===== src/hw/rtl/uvnc_pkg.sv =====
// Package for the UTF-8 validator without combining marks.
// Holds the lead byte ranges, the code point limits and the code point check.
// No dependencies.
`timescale 1ns / 1ps

package uvnc_pkg;

   localparam int unsigned CP_W = 21;

   typedef logic [CP_W-1:0] cp_type;
   typedef logic [2:0]      seq_width_type;
   typedef logic [1:0]      pend_type;

   // sequence lengths
   localparam seq_width_type SEQ_NONE = 3'd0;
   localparam seq_width_type SEQ_ONE  = 3'd1;
   localparam seq_width_type SEQ_TWO  = 3'd2;
   localparam seq_width_type SEQ_THR  = 3'd3;
   localparam seq_width_type SEQ_FOUR = 3'd4;

   // lead byte ranges
   localparam logic [7:0] LEAD1_MAX = 8'h7F;
   localparam logic [7:0] LEAD2_MIN = 8'hC2;
   localparam logic [7:0] LEAD2_MAX = 8'hDF;
   localparam logic [7:0] LEAD3_MIN = 8'hE0;
   localparam logic [7:0] LEAD3_MAX = 8'hEF;
   localparam logic [7:0] LEAD4_MIN = 8'hF0;
   localparam logic [7:0] LEAD4_MAX = 8'hF4;

   localparam logic [1:0] CONT_TAG = 2'b10;

   // code point limits
   localparam cp_type MIN_TWO    = 21'h000080;
   localparam cp_type MIN_THR    = 21'h000800;
   localparam cp_type MIN_FOUR   = 21'h010000;
   localparam cp_type MAX_POINT  = 21'h10FFFF;
   localparam cp_type SURR_LO    = 21'h00D800;
   localparam cp_type SURR_HI    = 21'h00DFFF;
   localparam cp_type COMB1_LO   = 21'h000300;
   localparam cp_type COMB1_HI   = 21'h00036F;
   localparam cp_type COMB2_LO   = 21'h001AB0;
   localparam cp_type COMB2_HI   = 21'h001AFF;
   localparam cp_type COMB3_LO   = 21'h001DC0;
   localparam cp_type COMB3_HI   = 21'h001DFF;
   localparam cp_type COMB4_LO   = 21'h0020D0;
   localparam cp_type COMB4_HI   = 21'h0020FF;
   localparam cp_type COMB5_LO   = 21'h00FE20;
   localparam cp_type COMB5_HI   = 21'h00FE2F;

   // true when a completed code point of the given length is acceptable
   function automatic logic point_ok(input seq_width_type width, input cp_type p);
      logic ok;
      ok = 1'b1;
      if (width == SEQ_TWO  && p < MIN_TWO)  ok = 1'b0;
      if (width == SEQ_THR  && p < MIN_THR)  ok = 1'b0;
      if (width == SEQ_FOUR && p < MIN_FOUR) ok = 1'b0;
      if (p > MAX_POINT) ok = 1'b0;
      if (p >= SURR_LO  && p <= SURR_HI)  ok = 1'b0;
      if (p >= COMB1_LO && p <= COMB1_HI) ok = 1'b0;
      if (p >= COMB2_LO && p <= COMB2_HI) ok = 1'b0;
      if (p >= COMB3_LO && p <= COMB3_HI) ok = 1'b0;
      if (p >= COMB4_LO && p <= COMB4_HI) ok = 1'b0;
      if (p >= COMB5_LO && p <= COMB5_HI) ok = 1'b0;
      return ok;
   endfunction

endpackage


===== src/hw/rtl/utf8_validator_no_combining.sv =====
// Output: the verdict of a string is registered and is valid from the edge that transfers its last byte.
// Throughput: one byte per cycle; the decode state and the result register sit in the
// same single stage, so the input stalls only while a result waits and rsp_stall is high.
// Reset: synchronous, active high; clears the decode state, the error flag and the
// result valid.
// Strict UTF-8 check that also rejects combining marks; uses uvnc_pkg.
`timescale 1ns / 1ps

module utf8_validator_no_combining
   import uvnc_pkg::*;
(
   input  logic       clock,
   input  logic       reset,
   input  logic       req_valid,
   output logic       req_stall,
   input  logic [7:0] req_data_byte,
   input  logic       req_last,
   output logic       rsp_valid,
   input  logic       rsp_stall,
   output logic       rsp_valid_res
);

   pend_type      pend_ff,  pend_in;
   seq_width_type width_ff, width_in;
   cp_type        accum_ff, accum_in;
   logic          err_ff,   err_in;
   logic          rsp_valid_ff, rsp_valid_in;
   logic          rsp_res_ff,   rsp_res_in;

   logic          req_xfer;
   logic          rsp_xfer;
   pend_type      pend_dec;
   seq_width_type width_dec;
   cp_type        accum_dec;
   logic          err_dec;

   assign req_stall = rsp_valid_ff && rsp_stall;
   assign req_xfer  = req_valid && !req_stall;
   assign rsp_xfer  = rsp_valid_ff && !rsp_stall;

   // decode one byte against the open sequence
   always_comb begin
      pend_dec  = pend_ff;
      width_dec = width_ff;
      accum_dec = accum_ff;
      err_dec   = err_ff;
      if (pend_ff == 2'd0) begin
         if (req_data_byte <= LEAD1_MAX) begin
            width_dec = SEQ_ONE;
            accum_dec = cp_type'(req_data_byte);
            pend_dec  = 2'd0;
            if (!point_ok(SEQ_ONE, accum_dec)) err_dec = 1'b1;
         end else if (req_data_byte >= LEAD2_MIN && req_data_byte <= LEAD2_MAX) begin
            width_dec = SEQ_TWO;
            accum_dec = cp_type'(req_data_byte[4:0]);
            pend_dec  = 2'd1;
         end else if (req_data_byte >= LEAD3_MIN && req_data_byte <= LEAD3_MAX) begin
            width_dec = SEQ_THR;
            accum_dec = cp_type'(req_data_byte[3:0]);
            pend_dec  = 2'd2;
         end else if (req_data_byte >= LEAD4_MIN && req_data_byte <= LEAD4_MAX) begin
            width_dec = SEQ_FOUR;
            accum_dec = cp_type'(req_data_byte[2:0]);
            pend_dec  = 2'd3;
         end else begin
            err_dec   = 1'b1;
            width_dec = SEQ_NONE;
            accum_dec = '0;
            pend_dec  = 2'd0;
         end
      end else if (req_data_byte[7:6] != CONT_TAG) begin
         // drop the open sequence; the next byte is read as a lead
         err_dec   = 1'b1;
         pend_dec  = 2'd0;
         width_dec = SEQ_NONE;
         accum_dec = '0;
      end else begin
         accum_dec = {accum_ff[CP_W-7:0], req_data_byte[5:0]};
         pend_dec  = pend_ff - 2'd1;
         if (pend_dec == 2'd0 && !point_ok(width_ff, accum_dec)) err_dec = 1'b1;
      end
   end

   always_comb begin
      pend_in      = pend_ff;
      width_in     = width_ff;
      accum_in     = accum_ff;
      err_in       = err_ff;
      rsp_valid_in = rsp_valid_ff;
      rsp_res_in   = rsp_res_ff;
      if (rsp_xfer) rsp_valid_in = 1'b0;
      if (req_xfer) begin
         if (req_last) begin
            rsp_valid_in = 1'b1;
            rsp_res_in   = !(err_dec || (pend_dec != 2'd0));
            pend_in      = 2'd0;
            width_in     = SEQ_NONE;
            accum_in     = '0;
            err_in       = 1'b0;
         end else begin
            pend_in  = pend_dec;
            width_in = width_dec;
            accum_in = accum_dec;
            err_in   = err_dec;
         end
      end
   end

   always_ff @(posedge clock) begin
      if (reset) begin
         pend_ff      <= 2'd0;
         width_ff     <= SEQ_NONE;
         accum_ff     <= '0;
         err_ff       <= 1'b0;
         rsp_valid_ff <= 1'b0;
      end else begin
         pend_ff      <= pend_in;
         width_ff     <= width_in;
         accum_ff     <= accum_in;
         err_ff       <= err_in;
         rsp_valid_ff <= rsp_valid_in;
      end
   end

   always_ff @(posedge clock) begin
      rsp_res_ff <= rsp_res_in;
   end

   assign rsp_valid     = rsp_valid_ff;
   assign rsp_valid_res = rsp_res_ff;

   // a stall on the input only comes from a held result
   assert property (@(posedge clock) disable iff (reset)
      req_stall |-> rsp_valid_ff)
      else $error("input stalled without a pending result");

   // a last byte leaves the decoder clean and a result ready
   assert property (@(posedge clock) disable iff (reset)
      (req_xfer && req_last) |=> (rsp_valid_ff && pend_ff == 2'd0 && !err_ff))
      else $error("state not cleared after last byte");

   // an open sequence always has a multi-byte width
   assert property (@(posedge clock) disable iff (reset)
      (pend_ff != 2'd0) |-> (width_ff >= SEQ_TWO && width_ff <= SEQ_FOUR))
      else $error("pending bytes without multi-byte sequence");

   // a new result appears only after a last byte transfer
   assert property (@(posedge clock) disable iff (reset)
      $rose(rsp_valid_ff) |-> $past(req_xfer && req_last))
      else $error("result without last byte");

endmodule


===== config.mk =====
export PLATFORM = sky130hd
export DESIGN_NAME = utf8_validator_no_combining
export DESIGN_NICKNAME = d
export VERILOG_FILES = /design/src/hw/rtl/uvnc_pkg.sv /design/src/hw/rtl/utf8_validator_no_combining.sv
export SDC_FILE = /design/constraint.sdc
export NUM_CORES = 1
export LEC_CHECK = 0
export BUFFER_PORTS_ARGS = -buffer_cell sky130_fd_sc_hd__buf_4
export CAP_MARGIN = 20
export CORE_AREA = 10 10 61 63
export CTS_CLUSTER_SIZE = 24
export DETAILED_ROUTE_END_ITERATION = 7
export DIE_AREA = 0 0 71 73
export PLACE_DENSITY_LB_ADDON = 0.3
export SYNTH_ARGS = -nofsm -noshare
export SYNTH_HDL_FRONTEND = slang
export SYNTH_SLANG_ARGS = --single-unit

===== constraint.sdc =====
create_clock -name clock -period 3.5 [get_ports clock]
set_clock_uncertainty 0.05 [all_clocks]
set_input_delay 0.35 -clock clock [delete_from_list [all_inputs] [get_ports clock]]
set_output_delay 0.35 -clock clock [all_outputs]
set_load 0.005 [all_outputs]

==> summary.json, run 1 <==
{
  "layout_commonest_cell": {"value": "sky130_fd_sc_hd__nor2_1"},
  "path_delay_family": {"value": "simple AND/OR/NAND/NOR gates"},
  "area_of_the_die": {"value": 5180, "unit": "um2"},
  "rsz0062_at_grt": {"value": "no"},
  "drt_first_pass_iters": {"value": 4},
  "critical_path.endpoint_type": {"value": "flip-flop"},
  "tightest_slew": {"value": 0.721, "unit": "ns"},
  "crit_path_max_incr_delay": {"value": 0.56, "unit": "ns"},
  "synth-edff-count": {"value": 1},
  "p_clk_frac": {"value": 0.264},
  "antenna_violating_nets_post_route": {"value": 0},
  "critical_path_peak_fanout": {"value": 12},
  "leakage": {"value": 0.000549, "unit": "uW"},
  "swShare": {"value": 0.282},
  "max-cap-violations": {"value": 0},
  "ctsHtreeMaxLevel": {"value": 1},
  "vias": {"value": 1283},
  "worstSetupPathType": {"value": "reg -> reg"},
  "finalWirelength": {"value": 3380, "unit": "um"},
  "wl_per_cell": {"value": 16.5, "unit": "um"},
  "port_buffers": {"value": 15},
  "core-area": {"value": 2620, "unit": "um2"},
  "mappedNetlistArea": {"value": 1330, "unit": "um2"},
  "preCtsSetupSlack": {"value": 1.26, "unit": "ns"},
  "die_y": {"value": 73, "unit": "um"},
  "report.final.hold_viol_count": {"value": 0},
  "areaGrowthSynthToFinish": {"value": 11.9, "unit": "%"},
  "combinationalPowerShare": {"value": 0.159},
  "clk_lat_worst_skew": {"value": 0.32, "unit": "ns"},
  "global_route.usage.met2": {"value": 0.223},
  "hold_path.class": {"value": "in -> reg"},
  "critPathSlowestCell": {"value": "sky130_fd_sc_hd__or3b_2"},
  "fillers": {"value": 251},
  "regToRegSetupSlack": {"value": 1.21, "unit": "ns"},
  "synth_warnings": {"value": 0},
  "synth-async-reset-ratio": {"value": 0},
  "r2r_start": {"value": "pend_ff[0]$_SDFFE_PP0P_"},
  "placed_instance_count": {"value": 201},
  "register_area": {"value": 470, "unit": "um2"},
  "critical_path_sink": {"value": "rsp_valid_res$_DFFE_PP_"},
  "grt_antenna_before_repair": {"value": 0},
  "grt_start_max_net_pins": {"value": 23},
  "timing.critical_path.cells": {"value": "inv_1 -> ha_1 -> or3b_2 -> o22ai_1 -> o22ai_1 -> and4bb_1 -> o21a_1"},
  "slew_viol_final": {"value": 0},
  "synth_top_cell_by_area": {"value": "sky130_fd_sc_hd__dfxtp_1"},
  "power_frac_seq": {"value": 0.577},
  "path_depth": {"value": 7},
  "clock_tree.buffer_depth": {"value": 2},
  "r2r.worst_path.cells": {"value": 7},
  "critPathBufInv": {"value": 1},
  "run_status": {"value": "finished, final reports clean"},
  "postSynthAreaPerCell": {"value": 8.32, "unit": "um2"},
  "multiInputGateArea": {"value": 807, "unit": "um2"},
  "max_freq": {"value": 437, "unit": "MHz"},
  "synth_sequential_area_ratio": {"value": 0.353},
  "ir_worst_vdd": {"value": 0.227, "unit": "mV"},
  "critical_path.reg2reg.endpoint": {"value": "rsp_valid_res$_DFFE_PP_"},
  "gpl.final_weighted_congestion": {"value": 0.886},
  "layout_common_cells": {"value": "24 x sky130_fd_sc_hd__nor2_1, 22 x sky130_fd_sc_hd__dfxtp_1, 15 x sky130_fd_sc_hd__buf_4"},
  "io-pin-count": {"value": 16},
  "num-nets-final": {"value": 190},
  "antenna_cells": {"value": 0},
  "yosys-top-cells-area": {"value": "sky130_fd_sc_hd__dfxtp_1 33%, sky130_fd_sc_hd__nor2_1 6.8%, sky130_fd_sc_hd__a22oi_1 5.6%"},
  "number_of_global_route_vias_before_repair": {"value": 1237},
  "cts_tree": {"value": "built"},
  "tritoncts_buffers": {"value": 3},
  "cts.repair.resized": {"value": 0},
  "cpMostUsedCell": {"value": "sky130_fd_sc_hd__o22ai_1"},
  "num_rows": {"value": 19},
  "chipWidth": {"value": 71, "unit": "um"},
  "groute.layer.met3.usage": {"value": 0.0218},
  "fin_crit_sh": {"value": 0.654},
  "required": {"value": 3.55, "unit": "ns"},
  "p_per_area": {"value": 322, "unit": "nW/um2"},
  "power.internal": {"value": 344, "unit": "uW"},
  "layoutNonFillerInstCount": {"value": 205},
  "fraction_of_final_layout_cells_with_drive_strength_greater_than_1": {"value": 0.149},
  "setup_viol": {"value": 0},
  "ff_latch_count_synth": {"value": 23},
  "cts_post_setup_buffers_inserted": {"value": 0},
  "setup-tns-final": {"value": 0, "unit": "ns"},
  "critical_path_arrival": {"value": 2.34, "unit": "ns"},
  "worstSetupStartpoint": {"value": "pend_ff[0]$_SDFFE_PP0P_"},
  "drtIter0Drc": {"value": 77},
  "number_of_standard_cells_after_synthesis": {"value": 160},
  "grt_util_all_layers": {"value": 0.129},
  "synth.lib_cells_used.distinct": {"value": 46},
  "slew-limit-headroom": {"value": 0.518},
  "number_of_clock_sinks_seen_by_cts": {"value": 23},
  "post_synthesis_net_count": {"value": 175},
  "postLayoutSetupSlackWorst": {"value": 1.21, "unit": "ns"},
  "grt_busiest_layer": {"value": "met2"},
  "ys_dominant_reg_cell": {"value": "sky130_fd_sc_hd__dfxtp_1"},
  "grt_util_met1": {"value": 0.151},
  "synth_top_area_share": {"value": 0.331},
  "grt.overflow.total": {"value": 0},
  "cts.clk_slew.worst_paths": {"value": 0.13, "unit": "ns"},
  "initial_utilization": {"value": 0.509},
  "setup.worst_path.start_class": {"value": "flip-flop"},
  "root_buffer": {"value": "sky130_fd_sc_hd__clkbuf_4"},
  "wire_length_of_the_first_global_routing_pass": {"value": 5640, "unit": "um"},
  "dp.final_hpwl": {"value": 2480, "unit": "um"},
  "route.detailed.vias_per_inst": {"value": 6.26},
  "route.detailed.drc": {"value": 0},
  "holdBufCountCts": {"value": 0},
  "fin_crit": {"value": 2.29, "unit": "ns"},
  "p_switching": {"value": 135, "unit": "uW"}
}
==> cells in the mapped netlist (all sizes together) (4+ instances only) <==
cell,instances
nor2,24
dfxtp,22
nand2,13
a22oi,10
inv,9
a21oi,8
a32oi,6
nor4,5
o21ai,5
clkbuf,4
nor2b,4
nor3,4
==> how the worst min path moves through the flow <==
stage	slack, ns	end	depth (start not counted)	start
after floorplan	0.37	rsp_valid$_SDFF_PP0_	1	reset
after global placement	0.40	pend_ff[1]$_SDFFE_PP0P_	2	pend_ff[1]$_SDFFE_PP0P_
after detailed placement	0.40	pend_ff[1]$_SDFFE_PP0P_	2	pend_ff[1]$_SDFFE_PP0P_
after CTS	0.25	accum_ff[0]$_SDFFE_PP0P_	3	req_data_byte[0]
after global routing	0.26	accum_ff[1]$_SDFFE_PP0P_	3	req_data_byte[1]
final	0.25	accum_ff[0]$_SDFFE_PP0P_	3	req_data_byte[0]
==> logic make-up (layout without fill, tap and decap cells) <==
group,after synthesis,count (layout),synth area share
AND/OR/NAND/NOR,72,72,0.303
AO/OA/AOI/OAI,49,49,0.285
flip-flops,23,23,0.353
buffers and inverters,14,28,0.0404
adder cells (fa/ha/maj),2,2,0.0188
==> worst register-to-register path: cells and delay by family (launching register included) <==
kind                     cells  cell delay (ns)
flip-flops                   1             0.42
AO/OA/AOI/OAI                3             0.36
AND/OR/NAND/NOR              2             0.81
adder cells (fa/ha/maj)      1             0.34
buffers and inverters        1             0.07
==> power by group through the flow <==
stage | combinational, uW | sequential [uW] | clock [uW]
CTS | 75.4 | 277 | 129
detailed placement | 75.1 | 283 | 0
finish | 76.3 | 277 | 127
global placement | 74.0 | 282 | 0
global route | 84.2 | 278 | 142
floorplan | 46.1 | 280 | 0
==> through the flow <==
stage / hold slack [ns] / cell area (um2) / total power, uW / util
2_1_floorplan: 0.369 / 1330 / 326 / -
5_1_grt: 0.258 / 1490 / 504 / 0.570
3_5_place_dp: 0.398 / 1460 / 358 / 0.559
3_3_place_gp: 0.396 / 1460 / 356 / 0.559
4_1_cts: 0.250 / 1490 / 481 / 0.570
6_report: 0.254 / 1490 / 480 / 0.570
==> state kept, by name, summed over array words and instances (netlist names) <==
name / cells
accum_ff: 15
width_ff: 3
pend_ff: 2
err_ff: 1
rsp_valid: 1
rsp_valid_res: 1
==> per-layer routing <==
layer,wire length (um),vias to the layer above,share of wire
met3,148,4,0.044
met5,0,-,0
met2,1620,29,0.48
met1,1570,608,0.46
met4,34,0,0.010
li1,-,642,-
==> area by class of cell <==
class                      instances  area share
clock inverter                     1     0.00336
inverter                           9      0.0227
sequential                        23       0.316
timing repair buffer              15      0.0756
multi-input combinational        123       0.542
tap                               31      0.0260
clock buffer                       3      0.0151
Note: power is estimated with default switching activity, not from simulation.
==> inputs of run 2 (changes only) <==
- clock period: 3.5 -> 2.2 ns (I/O delays scaled with it)
==> summary.json, run 2 (synthesis gave the netlist of run 1 again) <==
{
  "fin_crit_sh": {"value": 0.942, "change": "+0.288"},
  "num_rows": {"value": 19, "change": "unchanged"},
  "p_clk_frac": {"value": 0.270, "change": "+0.006"},
  "root_buffer": {"value": "sky130_fd_sc_hd__clkbuf_4"},
  "wire_length_of_the_first_global_routing_pass": {"value": 5730, "unit": "um", "change": "+1.6%"},
  "required": {"value": 2.26, "unit": "ns", "change": "-1.29 ns"},
  "num-nets-final": {"value": 197, "change": "+3.7%"},
  "critical_path_sink": {"value": "rsp_valid_res$_DFFE_PP_"},
  "tritoncts_buffers": {"value": 3, "change": "unchanged"},
  "holdBufCountCts": {"value": 0, "change": "unchanged"},
  "layoutNonFillerInstCount": {"value": 212, "change": "+3.4%"},
  "number_of_global_route_vias_before_repair": {"value": 1233, "change": "-0.32%"},
  "critPathSlowestCell": {"value": "sky130_fd_sc_hd__dfxtp_1"},
  "run_status": {"value": "finished, final reports clean"},
  "number_of_clock_sinks_seen_by_cts": {"value": 23, "change": "unchanged"},
  "critPathBufInv": {"value": 1, "change": "unchanged"},
  "worstSetupStartpoint": {"value": "pend_ff[0]$_SDFFE_PP0P_"},
  "antenna_cells": {"value": 0, "change": "unchanged"},
  "r2r.worst_path.cells": {"value": 7, "change": "unchanged"},
  "preCtsSetupSlack": {"value": 0.160, "unit": "ns", "change": "-1.10 ns"},
  "rsz0062_at_grt": {"value": "no"},
  "critical_path_peak_fanout": {"value": 6, "change": "-6"},
  "initial_utilization": {"value": 0.509, "change": "unchanged"},
  "finalWirelength": {"value": 3260, "unit": "um", "change": "-3.4%"},
  "path_depth": {"value": 7, "change": "unchanged"},
  "max_freq": {"value": 482, "unit": "MHz", "change": "+10%"},
  "gpl.final_weighted_congestion": {"value": 0.863, "change": "-2.6%"},
  "chipWidth": {"value": 71, "unit": "um", "change": "unchanged"},
  "worstSetupPathType": {"value": "reg -> reg"},
  "antenna_violating_nets_post_route": {"value": 0, "change": "unchanged"},
  "report.final.hold_viol_count": {"value": 0, "change": "unchanged"},
  "power_frac_seq": {"value": 0.567, "change": "-0.010"},
  "slew_viol_final": {"value": 0, "change": "unchanged"},
  "clk_lat_worst_skew": {"value": 0.33, "unit": "ns", "change": "about the same"},
  "route.detailed.vias_per_inst": {"value": 6.21, "change": "-0.81%"},
  "wl_per_cell": {"value": 15.4, "unit": "um", "change": "-6.6%"},
  "ctsHtreeMaxLevel": {"value": 1, "change": "unchanged"},
  "setup_viol": {"value": 0, "change": "unchanged"},
  "fin_crit": {"value": 2.07, "unit": "ns", "change": "-0.216 ns"},
  "cts.clk_slew.worst_paths": {"value": 0.15, "unit": "ns", "change": "+0.02 ns"},
  "fraction_of_final_layout_cells_with_drive_strength_greater_than_1": {"value": 0.182, "change": "+0.0329"},
  "slew-limit-headroom": {"value": 0.527, "change": "+0.00854"},
  "clock_tree.buffer_depth": {"value": 2, "change": "unchanged"},
  "setup-tns-final": {"value": 0, "unit": "ns", "change": "unchanged"},
  "crit_path_max_incr_delay": {"value": 0.40, "unit": "ns", "change": "-0.16 ns"},
  "fillers": {"value": 243, "change": "-3.2%"},
  "grt.overflow.total": {"value": 0, "change": "unchanged"},
  "swShare": {"value": 0.285, "change": "+0.00325"},
  "port_buffers": {"value": 15, "change": "unchanged"},
  "path_delay_family": {"value": "simple AND/OR/NAND/NOR gates"},
  "areaGrowthSynthToFinish": {"value": 15.9, "unit": "%"},
  "regMostFlops": {"value": "accum_ff"},
  "biggest_registers_after_layout": {"value": "accum_ff: 15 flops, width_ff: 3 flops, pend_ff: 2 flops"},
  "critical_path.endpoint_type": {"value": "flip-flop"},
  "drtIter0Drc": {"value": 95, "change": "+23%"},
  "io-pin-count": {"value": 16, "change": "unchanged"},
  "combinationalPowerShare": {"value": 0.163, "change": "+0.004"},
  "core-area": {"value": 2620, "unit": "um2", "change": "unchanged"},
  "grt_antenna_before_repair": {"value": 0, "change": "unchanged"},
  "max_reg_flops": {"value": 15, "change": "unchanged"},
  "grt_start_max_net_pins": {"value": 23, "change": "unchanged"},
  "ir_worst_vdd": {"value": 0.324, "unit": "mV", "change": "+43%"},
  "area_of_the_die": {"value": 5180, "unit": "um2", "change": "unchanged"},
  "layout_common_cells": {"value": "24 x sky130_fd_sc_hd__nor2_1, 22 x sky130_fd_sc_hd__dfxtp_1, 22 x sky130_fd_sc_hd__buf_4"},
  "layout_commonest_cell": {"value": "sky130_fd_sc_hd__nor2_1"},
  "die_y": {"value": 73, "unit": "um", "change": "unchanged"},
  "max-cap-violations": {"value": 0, "change": "unchanged"},
  "postLayoutSetupSlackWorst": {"value": 0.127, "unit": "ns", "change": "-1.08 ns"},
  "vias": {"value": 1316, "change": "+2.6%"},
  "critical_path_arrival": {"value": 2.14, "unit": "ns", "change": "-0.20 ns"},
  "drt_first_pass_iters": {"value": 4, "change": "unchanged"},
  "leakage": {"value": 0.000584, "unit": "uW", "change": "+6.2%"},
  "setup.worst_path.start_class": {"value": "flip-flop"},
  "r2r_start": {"value": "pend_ff[0]$_SDFFE_PP0P_"},
  "route.detailed.drc": {"value": 0, "change": "unchanged"},
  "critical_path.reg2reg.endpoint": {"value": "rsp_valid_res$_DFFE_PP_"},
  "grt_util_all_layers": {"value": 0.131, "change": "+0.00187"},
  "regToRegSetupSlack": {"value": 0.13, "unit": "ns", "change": "-1.08 ns"},
  "power.internal": {"value": 553, "unit": "uW", "change": "+61%"},
  "timing.critical_path.cells": {"value": "inv_1 -> ha_1 -> and4b_1 -> nor3_1 -> o221ai_4 -> and4bb_1 -> o21a_1"},
  "cts_tree": {"value": "built"},
  "tightest_slew": {"value": 0.708, "unit": "ns", "change": "-0.0137 ns"},
  "hold_path.class": {"value": "in -> reg"},
  "p_per_area": {"value": 501, "unit": "nW/um2", "change": "+56%"},
  "placed_instance_count": {"value": 207, "change": "+3.0%"},
  "dp.final_hpwl": {"value": 2490, "unit": "um", "change": "+0.41%"},
  "p_switching": {"value": 221, "unit": "uW", "change": "+63%"}
}
run 2: changes by cell type in the layout (fill, tap and decap cells not counted):
cell                    delta
sky130_fd_sc_hd__buf_4     +7
run 2: routing by layer:
metal  vias up  wire length (um)  track usage
met1       613              1540        0.166
met5         -                 0            0
li1        657                 -            -
met3         5               157       0.0245
met2        41              1520        0.212
met4         0                44       0.0559
run 2: cell type report:
class                   count  area, um2  area share
multi-input cells         123        807       0.523
flip-flops and latches     23        470       0.305
repair buffers             22        165       0.107
well taps                  31       38.8      0.0251
inverters                   9       33.8      0.0219
clock buffers               3       22.5      0.0146
clock inverters             1       5.00     0.00324
run 2: worst min-delay path by stage:
stage                                       start                  endpoint  slack, ns  cells past startpoint
after floorplan                             reset      rsp_valid$_SDFF_PP0_       0.24                      1
after global placement    pend_ff[1]$_SDFFE_PP0P_   pend_ff[1]$_SDFFE_PP0P_       0.39                      2
after detailed placement  pend_ff[1]$_SDFFE_PP0P_   pend_ff[1]$_SDFFE_PP0P_       0.40                      2
after CTS                        req_data_byte[0]  accum_ff[0]$_SDFFE_PP0P_       0.12                      3
after global routing             req_data_byte[0]  accum_ff[0]$_SDFFE_PP0P_       0.15                      3
final                            req_data_byte[0]  accum_ff[0]$_SDFFE_PP0P_       0.11                      3
run 2: power by group through the flow:
stage | sequential, uW | clock (uW) | combinational, uW
after floorplan | 446 | 0 | 73.4
after global placement | 448 | 0 | 124
after detailed placement | 448 | 0 | 125
after CTS | 439 | 210 | 126
after global routing | 441 | 225 | 143
final | 439 | 209 | 126
run 2: per-stage QoR:
step                      total power, uW  instance area, um2  hold WS (ns)   util
final                                 773                1540         0.112  0.590
after global routing                  808                1540         0.148  0.590
after CTS                             775                1540         0.119  0.587
after detailed placement              573                1510         0.400  0.577
after global placement                572                1510         0.390  0.577
after floorplan                       519                1330         0.239      -
run 2: timing repair:
item	CTS	global route
endpoints found under the setup margin	0	1
buffers inserted	0	1
gates resized for setup	0	0
run 2: worst min-delay path: stages:
cell	delay, ns
sky130_fd_sc_hd__buf_4	0.09
sky130_fd_sc_hd__a32oi_1	0.08
sky130_fd_sc_hd__nor2_1	0.08
==> inputs of run 3 (changes only) <==
- CORE_AREA: 10 10 61 63 -> 2 2 55 52
- DIE_AREA: 0 0 71 73 -> 0 0 57 54
==> summary.json, run 3 (synthesis gave the netlist of run 1 again) <==
{
  "holdBufCountCts": {"value": 0, "change": "unchanged"},
  "die_y": {"value": 54, "unit": "um", "change": "-26%"},
  "drt_first_pass_iters": {"value": 4, "change": "unchanged"},
  "r2r.worst_path.cells": {"value": 7, "change": "unchanged"},
  "biggest_registers_after_layout": {"value": "accum_ff: 15 flops, width_ff: 3 flops, pend_ff: 2 flops"},
  "critPathSlowestCell": {"value": "sky130_fd_sc_hd__dfxtp_1"},
  "gpl.final_weighted_congestion": {"value": 0.934, "change": "+8.3%"},
  "cts_post_setup_buffers_inserted": {"value": 0, "change": "unchanged"},
  "ir_worst_vdd": {"value": 0.539, "unit": "mV", "change": "+66%"},
  "timing.critical_path.cells": {"value": "inv_1 -> ha_2 -> and4b_1 -> nor3_1 -> o221ai_4 -> and4bb_1 -> o21a_1"},
  "worstSetupPathType": {"value": "reg -> reg"},
  "cts_tree": {"value": "built"},
  "slew-limit-headroom": {"value": 0.476, "change": "-0.0507"},
  "fin_crit": {"value": 2.08, "unit": "ns", "change": "+0.00537 ns"},
  "number_of_clock_sinks_seen_by_cts": {"value": 23, "change": "unchanged"},
  "route.detailed.drc": {"value": 0, "change": "unchanged"},
  "required": {"value": 2.24, "unit": "ns", "change": "-0.02 ns"},
  "launch_point_of_the_worst_hold_path": {"value": "req_data_byte[2]"},
  "clock_tree.buffer_depth": {"value": 2, "change": "unchanged"},
  "cts.repair.resized": {"value": 0, "change": "unchanged"},
  "tritoncts_buffers": {"value": 3, "change": "unchanged"},
  "report.final.hold_viol_count": {"value": 0, "change": "unchanged"},
  "critical_path_peak_fanout": {"value": 9, "change": "+3"},
  "path_delay_family": {"value": "simple AND/OR/NAND/NOR gates"},
  "critical_path.endpoint_type": {"value": "flip-flop"},
  "layout_commonest_cell": {"value": "sky130_fd_sc_hd__nor2_1"},
  "layout_common_cells": {"value": "24 x sky130_fd_sc_hd__nor2_1, 22 x sky130_fd_sc_hd__dfxtp_1, 22 x sky130_fd_sc_hd__buf_4"},
  "slew_viol_final": {"value": 0, "change": "unchanged"},
  "grt_antenna_before_repair": {"value": 0, "change": "unchanged"},
  "crit_path_max_incr_delay": {"value": 0.40, "unit": "ns", "change": "about the same"},
  "grt_util_all_layers": {"value": 0.232, "change": "+0.101"},
  "p_per_area": {"value": 491, "unit": "nW/um2", "change": "-2.0%"},
  "r2r_start": {"value": "pend_ff[0]$_SDFFE_PP0P_"},
  "chipWidth": {"value": 57, "unit": "um", "change": "-20%"},
  "critical_path_arrival": {"value": 2.11, "unit": "ns", "change": "-0.03 ns"},
  "cts.clk_slew.worst_paths": {"value": 0.12, "unit": "ns", "change": "-0.03 ns"},
  "core-area": {"value": 2570, "unit": "um2", "change": "-1.8%"},
  "tightest_slew": {"value": 0.783, "unit": "ns", "change": "+0.0758 ns"},
  "fraction_of_final_layout_cells_with_drive_strength_greater_than_1": {"value": 0.188, "change": "+0.00552"},
  "num-nets-final": {"value": 197, "change": "unchanged"},
  "setup_viol": {"value": 0, "change": "unchanged"},
  "final_util": {"value": 0.601, "change": "+0.0114"},
  "postLayoutSetupSlackWorst": {"value": 0.121, "unit": "ns", "change": "-0.00537 ns"},
  "max_freq": {"value": 481, "unit": "MHz", "change": "-0.26%"},
  "antenna_cells": {"value": 0, "change": "unchanged"},
  "root_buffer": {"value": "sky130_fd_sc_hd__clkbuf_4"},
  "hold_path_depth": {"value": 3, "change": "unchanged"},
  "io-pin-count": {"value": 16, "change": "unchanged"},
  "ctsHtreeMaxLevel": {"value": 1, "change": "unchanged"},
  "dp.final_hpwl": {"value": 2470, "unit": "um", "change": "-1.1%"},
  "setup.worst_path.start_class": {"value": "flip-flop"},
  "setup-tns-final": {"value": 0, "unit": "ns", "change": "unchanged"},
  "areaGrowthSynthToFinish": {"value": 16.0, "unit": "%", "change": "about the same"},
  "grt.overflow.total": {"value": 0, "change": "unchanged"},
  "rsz0062_at_grt": {"value": "no"},
  "grt_start_max_net_pins": {"value": 23, "change": "unchanged"},
  "wire_length_of_the_first_global_routing_pass": {"value": 5540, "unit": "um", "change": "-3.4%"},
  "drtIter0Drc": {"value": 34, "change": "-64%"},
  "max_reg_flops": {"value": 15, "change": "unchanged"},
  "fin_crit_sh": {"value": 0.945, "change": "+0.00244"},
  "fillers": {"value": 233, "change": "-4.1%"},
  "wl_per_cell": {"value": 15.6, "unit": "um", "change": "+1.2%"},
  "critical_path.reg2reg.endpoint": {"value": "rsp_valid_res$_DFFE_PP_"},
  "preCtsSetupSlack": {"value": 0.0550, "unit": "ns", "change": "-0.105 ns"},
  "hold_end": {"value": "accum_ff[2]$_SDFFE_PP0P_"},
  "regMostFlops": {"value": "accum_ff"},
  "port_buffers": {"value": 15, "change": "unchanged"},
  "area_of_the_die": {"value": 3080, "unit": "um2", "change": "-41%"},
  "finalWirelength": {"value": 3290, "unit": "um", "change": "+0.77%"},
  "num_rows": {"value": 18, "change": "-1"},
  "hold_path.class": {"value": "in -> reg"},
  "max-cap-violations": {"value": 0, "change": "unchanged"},
  "leakage": {"value": 0.000583, "unit": "uW", "change": "-0.18%"},
  "clk_lat_worst_skew": {"value": 0.31, "unit": "ns", "change": "-0.02 ns"},
  "vias": {"value": 1349, "change": "+2.5%"},
  "critPathBufInv": {"value": 1, "change": "unchanged"},
  "regToRegSetupSlack": {"value": 0.12, "unit": "ns", "change": "about the same"},
  "route.detailed.vias_per_inst": {"value": 6.39, "change": "+3.0%"},
  "run_status": {"value": "finished, final reports clean"},
  "antenna_violating_nets_post_route": {"value": 0, "change": "unchanged"},
  "number_of_global_route_vias_before_repair": {"value": 1217, "change": "-1.3%"},
  "initial_utilization": {"value": 0.519, "change": "+0.00943"}
}
## run 3: routing by layer
layer / share of wire / wire [um] / global-route usage
met3: 0.065 / 214 / 0.0529
met5: 0 / 0 / 0
met1: 0.43 / 1420 / 0.298
met4: 0.019 / 62 / 0.0659
met2: 0.48 / 1590 / 0.395
## run 3: through the flow
stage / cells / cell area [um2] / power [uW] / hold slack [ns]
detailed placement: 207 / 1510 / 575 / 0.404
global placement: 207 / 1510 / 570 / 0.390
finish: 211 / 1540 / 759 / 0.128
floorplan: 160 / 1330 / 519 / 0.239
global route: 211 / 1540 / 799 / 0.146
CTS: 211 / 1540 / 763 / 0.124
## run 3: how the worst max path moves through the flow
stage | from | end | slack [ns] | cells after the start
after detailed placement | pend_ff[0]$_SDFFE_PP0P_ | rsp_valid_res$_DFFE_PP_ | 0.05 | 7
after CTS | pend_ff[0]$_SDFFE_PP0P_ | rsp_valid_res$_DFFE_PP_ | 0.04 | 7
after floorplan | pend_ff[0]$_SDFFE_PP0P_ | rsp_valid_res$_DFFE_PP_ | 0.25 | 8
after global routing | pend_ff[0]$_SDFFE_PP0P_ | accum_ff[7]$_SDFFE_PP0P_ | 0.006 | 7
after global placement | pend_ff[0]$_SDFFE_PP0P_ | rsp_valid_res$_DFFE_PP_ | 0.18 | 7
final | pend_ff[0]$_SDFFE_PP0P_ | rsp_valid_res$_DFFE_PP_ | 0.12 | 7
## run 3: cell type report
type / instances / area (um2) / share of cell area
clock inverters: 1 / 5.00 / 0.00324
clock buffers: 3 / 22.5 / 0.0146
flip-flops and latches: 23 / 470 / 0.305
multi-input cells: 123 / 810 / 0.524
well taps: 30 / 37.5 / 0.0243
repair buffers: 22 / 165 / 0.107
inverters: 9 / 33.8 / 0.0219
## run 3: worst min-delay path: stages
cell and delay [ns]:
sky130_fd_sc_hd__buf_4 0.09, sky130_fd_sc_hd__a32oi_1 0.07, sky130_fd_sc_hd__nor2_1 0.08
## run 3: where the power goes
part           internal [uW]  switching (uW)
combinational           56.3            72.6
sequential               429            9.19
clock                   68.0             124
total                    553             205
